## config.mk

```make
export PLATFORM = sky130hd
export DESIGN_NAME = rbsor_mac
export DESIGN_NICKNAME = d
export VERILOG_FILES = /design/src/sv/rbsor_pkg.sv /design/src/sv/rbsor_mac.sv
export SDC_FILE = /design/constraint.sdc
export NUM_CORES = 2
export LEC_CHECK = 0
export BUFFER_PORTS_ARGS = -buffer_cell sky130_fd_sc_hd__buf_2
export CAP_MARGIN = 20
export CELL_PAD_IN_SITES_DETAIL_PLACEMENT = 1
export CELL_PAD_IN_SITES_GLOBAL_PLACEMENT = 2
export CORE_ASPECT_RATIO = 0.7
export CORE_MARGIN = 4
export CORE_UTILIZATION = 42
export CTS_CLUSTER_DIAMETER = 60
export DETAILED_ROUTE_END_ITERATION = 16
export PLACE_DENSITY_LB_ADDON = 0.1
export REMOVE_ABC_BUFFERS = 1
export SYNTH_ARGS = -nofsm -noshare
export SYNTH_HDL_FRONTEND = slang
export SYNTH_SLANG_ARGS = --single-unit
```

## constraint.sdc

```tcl
create_clock -name clk -period 11.1 [get_ports clk]
set_input_delay 0.555 -clock clk [delete_from_list [all_inputs] [get_ports clk]]
set_output_delay 0.555 -clock clk [all_outputs]
set_load 0.03 [all_outputs]
```

## src/sv/rbsor_pkg.sv

```systemverilog
// Shared types, codes and defaults for the red-black relaxation grid sweep.
`default_nettype none
package rbsor_pkg;

	localparam int DEF_MAX_ROWS   = 32;
	localparam int DEF_MAX_COLS   = 32;
	localparam int DEF_VALUE_BITS = 32;

	localparam int WEIGHT_BITS = 18;
	localparam int FRAC_BITS   = 16;
	localparam int FIELD_BITS  = 6;
	localparam int SWEEP_BITS  = 16;
	localparam int OUT_BITS    = 32;
	localparam int IN_DATA_BITS = 136;

	// Item kinds carried on the input tuser.
	typedef enum logic [1:0] {
		KIND_LOAD = 2'd0,
		KIND_RUN  = 2'd1,
		KIND_READ = 2'd2,
		KIND_NONE = 2'd3
	} kind_t;

	// Configuration register indexes.
	localparam logic [1:0] CFG_ROWS   = 2'd0;
	localparam logic [1:0] CFG_COLS   = 2'd1;
	localparam logic [1:0] CFG_SWEEPS = 2'd2;

	// Sequencer states.
	typedef enum logic [2:0] {
		ST_IDLE,
		ST_READ,
		ST_SCAN,
		ST_CELL,
		ST_DONE
	} state_t;

	// Per-cell step numbers of the shared multiply-accumulate unit.
	localparam logic [2:0] STEP_FIRST  = 3'd0;
	localparam logic [2:0] STEP_MUL_UP = 3'd1;
	localparam logic [2:0] STEP_MUL_DN = 3'd2;
	localparam logic [2:0] STEP_MUL_LF = 3'd3;
	localparam logic [2:0] STEP_MUL_RT = 3'd4;
	localparam logic [2:0] STEP_OLD    = 3'd5;
	localparam logic [2:0] STEP_RELAX  = 3'd6;
	localparam logic [2:0] STEP_WRITE  = 3'd7;

	// Control from the sequencer to the arithmetic unit.
	typedef struct packed {
		logic mul_en;
		logic mul_update;
		logic acc_clr;
		logic acc_add;
		logic old_ld;
	} mac_ctrl_t;

endpackage
`default_nettype wire

```

## src/sv/rbsor_mac.sv

```systemverilog
// Shared multiply-accumulate unit: rounded Q16 products, saturating sums and the relaxed update.
`default_nettype none
module rbsor_mac
	import rbsor_pkg::*;
#(
	parameter int VALUE_BITS = DEF_VALUE_BITS
) (
	input  wire logic                         clk,
	input  wire mac_ctrl_t                    ctrl,
	input  wire logic signed [VALUE_BITS-1:0] rd_value,
	input  wire logic [WEIGHT_BITS-1:0]       weight,
	output logic signed [VALUE_BITS-1:0]      new_value
);
	localparam int OPW  = VALUE_BITS + 1;
	localparam int PW   = OPW + WEIGHT_BITS + 1;
	localparam int ACCW = VALUE_BITS + 6;
	localparam logic signed [ACCW-1:0] SAT_HI =
		ACCW'((64'sd1 <<< (VALUE_BITS - 1)) - 64'sd1);
	localparam logic signed [ACCW-1:0] SAT_LO = -SAT_HI - ACCW'(1);
	localparam logic signed [PW-1:0] HALF = PW'(64'sd1 <<< (FRAC_BITS - 1));

	logic signed [PW-1:0]         prod_s1;
	logic signed [ACCW-1:0]       acc_q;
	logic signed [VALUE_BITS-1:0] old_q;
	logic signed [OPW-1:0]        mul_a;
	logic signed [OPW-1:0]        diff;
	logic signed [PW-1:0]         rounded_full;
	logic signed [ACCW-1:0]       rounded;
	logic signed [VALUE_BITS-1:0] aux_sat;
	logic signed [ACCW-1:0]       upd_sum;

	function automatic logic signed [VALUE_BITS-1:0] sat_vb(input logic signed [ACCW-1:0] v);
		if (v > SAT_HI) begin
			return SAT_HI[VALUE_BITS-1:0];
		end else if (v < SAT_LO) begin
			return SAT_LO[VALUE_BITS-1:0];
		end
		return v[VALUE_BITS-1:0];
	endfunction

	// Operand selection: a neighbor value, or the difference aux - old.
	always_comb begin
		aux_sat = sat_vb(acc_q);
		diff = OPW'(aux_sat) - OPW'(old_q);
		mul_a = ctrl.mul_update ? diff : OPW'(rd_value);
	end

	// Round half toward plus infinity and scale back to Q16.16.
	always_comb begin
		rounded_full = (prod_s1 + HALF) >>> FRAC_BITS;
		rounded = rounded_full[ACCW-1:0];
		upd_sum = ACCW'(old_q) + rounded;
		new_value = sat_vb(upd_sum);
	end

	// The one multiplier, followed by its register.
	always_ff @(posedge clk) begin
		if (ctrl.mul_en) begin
			prod_s1 <= PW'(mul_a) * $signed({1'b0, weight});
		end
	end

	// Neighbor sum and the cell's old value.
	always_ff @(posedge clk) begin
		if (ctrl.acc_clr) begin
			acc_q <= '0;
		end else if (ctrl.acc_add) begin
			acc_q <= acc_q + rounded;
		end
		if (ctrl.old_ld) begin
			old_q <= rd_value;
		end
	end

endmodule
`default_nettype wire

```

# After elaboration in Yosys (flattened, before gate mapping)
# Index checks and enable logic that the tools add are counted.
# Widths: inputs -> output; s select.
dict set report word_totals {
  register_bits 122
  latchBits 0
  ramBits 0
  romBits 0
  inputBits 56
  out_inout_bits 32
  elab_cells 23
  mem_count 0
}
dict set report classes {
  addsub 4
  n_mul 1
  n_div 0
  order_cmp 4
  eq_ne 0
  shifts 0
  mux 11
  bitwise 0
  reduce_logical 0
}
# cell count
set op_table {}
lappend op_table {{$mux 32} 6}
lappend op_table {{$add 52x17->52 const B} 1}
lappend op_table {{$mul 33x19->52} 1}
lappend op_table {{$add 38x36->38} 1}
lappend op_table {{$gt 38x32->1 const B} 1}
lappend op_table {{$lt 38x32->1 const B} 1}
lappend op_table {{$add 32x36->37} 1}
lappend op_table {{$gt 37x32->1 const B} 1}
lappend op_table {{$lt 37x32->1 const B} 1}
lappend op_table {{$mux 33} 1}
lappend op_table {{$sub 32x32->33} 1}
lappend op_table {{$mux 1} 4}

# Depth between registers and ports, before layout
dict set report depth {
  ltp_word 7
  mapped_depth 43
  depth_no_buf 41
}

# Least setup slack after synthesis
# OpenSTA, ideal clock, no wires.
dict set report synth_path {
  kind {register -> register}
  start {register acc_q[31]}
  end {register prod_s1[49], data pin}
  setup_time_ns 0.267
  arrival_ns 9.718
  required_ns 10.833
  path_slack_ns 1.115
  stages_incl_launch_ff 43
  path_buffers 2
  synth_period_minus_slack_ns 9.985
  path_cell_list {dfxtp_1 -> nor4_1 -> a21oi_1 -> clkbuf_1 -> a21oi_1 -> ha_1 -> inv_1 -> fa_1 -> a21o_1 -> a21o_1 -> a2111oi_0 -> nor4_1 -> o311a_1 -> o21ai_1 -> a21oi_1 -> a21oi_1 -> xnor2_1 -> mux2_2 -> [... 7 more ...] -> inv_1 -> fa_1 -> fa_1 -> inv_1 -> fa_1 -> inv_1 -> ha_1 -> a21o_1 -> a21o_1 -> a21oi_1 -> o21ai_0 -> a221o_1 -> or3_1 -> o22a_1 -> a21o_1 -> a21oi_1 -> nand3b_1 -> a32oi_1}
}
dict set report synth_via {
  elab_chain_len 7
  elab_cells_between_ends 9
  cone_classes {1 x add/sub; 1 x mul; 2 x order compare; 5 x mux}
}
# item line_no
set synth_rtl {}
lappend synth_rtl {{start: declaration} rbsor_mac.sv:23} ;# logic signed [ACCW-1:0] acc_q;
lappend synth_rtl {{start signal: assignment} rbsor_mac.sv:68} ;# acc_q <= acc_q + rounded;
lappend synth_rtl {{$lt 38x32->1} rbsor_mac.sv:35} ;# end else if (v < SAT_LO) begin
lappend synth_rtl {{$mux 1} rbsor_mac.sv:35}
lappend synth_rtl {{$mux 1} rbsor_mac.sv:33} ;# if (v > SAT_HI) begin
lappend synth_rtl {{$mux 32 *} rbsor_mac.sv:38} ;# return v[VALUE_BITS-1:0];
lappend synth_rtl {{$sub 32x32->33 *} rbsor_mac.sv:44} ;# diff = OPW'(aux_sat) - OPW'(old_q);
lappend synth_rtl {{$mux 33 *} rbsor_mac.sv:45} ;# mul_a = ctrl.mul_update ? diff : OPW'(rd_value);
lappend synth_rtl {{$mul 33x19->52 *} rbsor_mac.sv:59} ;# prod_s1 <= PW'(mul_a) * $signed({1'b0, weight});
lappend synth_rtl {{end signal: assignment} rbsor_mac.sv:59}
lappend synth_rtl {{end: declaration} rbsor_mac.sv:22} ;# logic signed [PW-1:0] prod_s1;
# Every way passes the cells marked *; elsewhere a longest branch is shown, timed or not.
# A chain may end at the register's enable or synchronous reset.

# Worst setup path after layout
dict set report layout_path {
  start {register acc_q[34]}
  end {register prod_s1[48], data pin}
}
# Same word-level chain as after synthesis.

==> flow_summary.yaml <==
setup_path:
  worst_path_largest_cell_delay_ns: 0.74
  cp-startpoint: "acc_q[34]"
  start_kind: "flip-flop"
  arrival_ns: 10.62
  crit_path_end_kind: "flip-flop"
  cp_data_required_time_ns: 11.23
  cp_max_fo: 26
  worstSetupPathType: "flip-flop to flip-flop"
  crit_slowest_cell: "fa_1"
  crit-reg2reg-launch: "acc_q[34]"
finish:
  n_fill_cell: 8702
  final_cell_mix: "inv_1, fa_1, nand2_1"
  fin_util_pct: 45.11
  final_common_cell: "inv_1"
  drive_above_1_share_pct: 6.313
  fin_nets: 4500
  syn2layout_area_growth_pct: 6.091
grt:
  grt_max_degree: 75
  grt_usage_pct: 26.78
  grt_antenna_before_repair: 2
  grt_pass1_wl_mm: 164.0
  grt_pass1_vias: 27706
  overflow: 0
routing:
  routed.top_layer: "met4"
  firstDrtPassIters: 7
  remaining_drc_errors: 0
  vias: 24722
  drt-total-wl_mm: 103.5
  viasPerCell: 5.350
  wl_met3_mm: 4.317
  routedWlPerCell_um: 22.39
  wl_met1_mm: 50.50
  route.met2.wl_mm: 47.41
  postRouteAntennaNets: 0
  drt_iter0_drc: 1532
clock_tree:
  hold_buffers: 0
  cts_tree: "built"
  cts_root_buffer: "clkbuf_16"
  cts_buffer_depth: 2
  cts-buffers-inserted: 9
  numClockSinks: 107
  htreeDepth: 3
  clk_pin_slew_ns: 0.09
  insertion_delay_ns: 0.38
placement:
  portBuffers: 87
  gp_congestion: 0.8788
  dp_hpwl_mm: 84.26
synth:
  avgSynthCellArea_um2: 8.613
  syn_inst: 3630
  synth_ff_type: "edfxtp_1"
  ys_warn_count: 0
  synthArstFlopShare_pct: 0
  synth-seq-cells: 107
  synth_edf_count: 69
  synthDistinctLibCells: 82
  ys_seq_area_share_pct: 9.060
  syn-cell-area_um2: 31270
timing:
  finalHoldViolCount: 0
  skew_ns: 0.01961
  min_period_ns: 10.49
  tightest_slew_ns: 0.9949
  setup_viol: 0
  period_share_pct: 94.47
  relSlewSlack_pct: 33.67
  holdWs_ns: 0.3803
  grt_setup_unrepaired: "false"
  final.setup.tns_ns: 0
  fmax_mhz: 95.37
  final_max_slew_viol_count: 0
floorplanning:
  io_pins: 88
  dieArea_um2: 78940
  die_h_um: 236.3
  core_um2: 73530
  rows: 83
  die-width_um: 334.1
  initial_utilization_pct: 42.52
flow_run:
  cap_violations: 0
min_path:
  min-delay-start: "rd_value[5]"
  hp-class: "primary input to flip-flop"
status:
  status: "completed"
synthesized netlist by cell type, types with 59 or more instances:
cell      number  area [um2]
a21o_1        93       698.2
a21oi_1      130       650.6
and2_1       237        1483
clkbuf_1     143       536.8
edfxtp_1      69        2072
fa_1         575       11510
ha_1         231        2890
inv_1        775        2909
nand2_1      468        1757
nor2_1       147       551.8
o21ai_0       59       295.3
xnor2_1      100       875.8
xor2_1        59       516.8
registers in the layout, summed over array words and instances (netlist names):
register and count:
old_q 32, prod_s1 37, acc_q 38
cells by family (layout without fill, tap and decap cells):
logic type | count (synthesis) | after routing | share of synthesized area, %
flops | 107 | 107 | 9.060
buf+inv | 930 | 943 | 11.24
xor+xnor | 159 | 159 | 4.454
compound gates | 487 | 487 | 10.67
simple gates | 1088 | 1088 | 16.73
fa+ha+maj | 806 | 806 | 46.06
mux | 53 | 53 | 1.789
other cells | 0 | 1 | 0
worst paths after layout:
check / end / slack [ns] / cells after the start
worst min-delay path: old_q[5] / 0.38 / 1
worst max-delay path: prod_s1[48] / 0.61 / 43
worst max register to register: prod_s1[48] / 0.61 / 43
worst min register to register: acc_q[19] / 0.50 / 2
layer usage:
metal | track usage, % | vias up
li1 | - | 11305
met1 | 39.47 | 12845
met2 | 43.87 | 493
met3 | 2.628 | 79
met4 | 3.707 | 0
met5 | 0 | -
stage by stage:
stage          instances  setup WS, ns  area (um2)
3_3_place_gp        4603        0.4540       32810
4_1_cts             4619        0.2399       33080
3_5_place_dp        4603        0.2973       32810
2_1_floorplan       3476      -0.02199       30670
5_1_grt             4620       0.01877       33170
6_report            4621        0.6142       33170
critical path: cells and delay by family, from the launching register on:
kind	cells	cell delay, ns
and+or+nand+nor	8	1.23
adders and majority gates	9	4.31
buffers and inverters	10	1.38
DFF	1	0.46
AOI/OAI and AO/OA	16	2.78
final cells by class:
| type | instances | area (um2) | share of cell area, % |
|---|---|---|---|
| repair buffers | 151 | 915.9 | 2.761 |
| clock inverters | 5 | 33.78 | 0.1018 |
| diodes | 1 | 2.502 | 0.007544 |
| inverters | 776 | 2913 | 8.781 |
| multi-input cells | 2593 | 25010 | 75.39 |
| well taps | 977 | 1222 | 3.685 |
| clock buffers | 11 | 242.7 | 0.7318 |
| flip-flops and latches | 107 | 2833 | 8.540 |
what timing repair did:
action,in CTS,in global routing
gates resized for setup,0,16
setup buffers,0,1
setup endpoints to repair,0,19
Power is not shown: default switching activity piles up to over one toggle a cycle in this logic, so the estimate is an artifact.
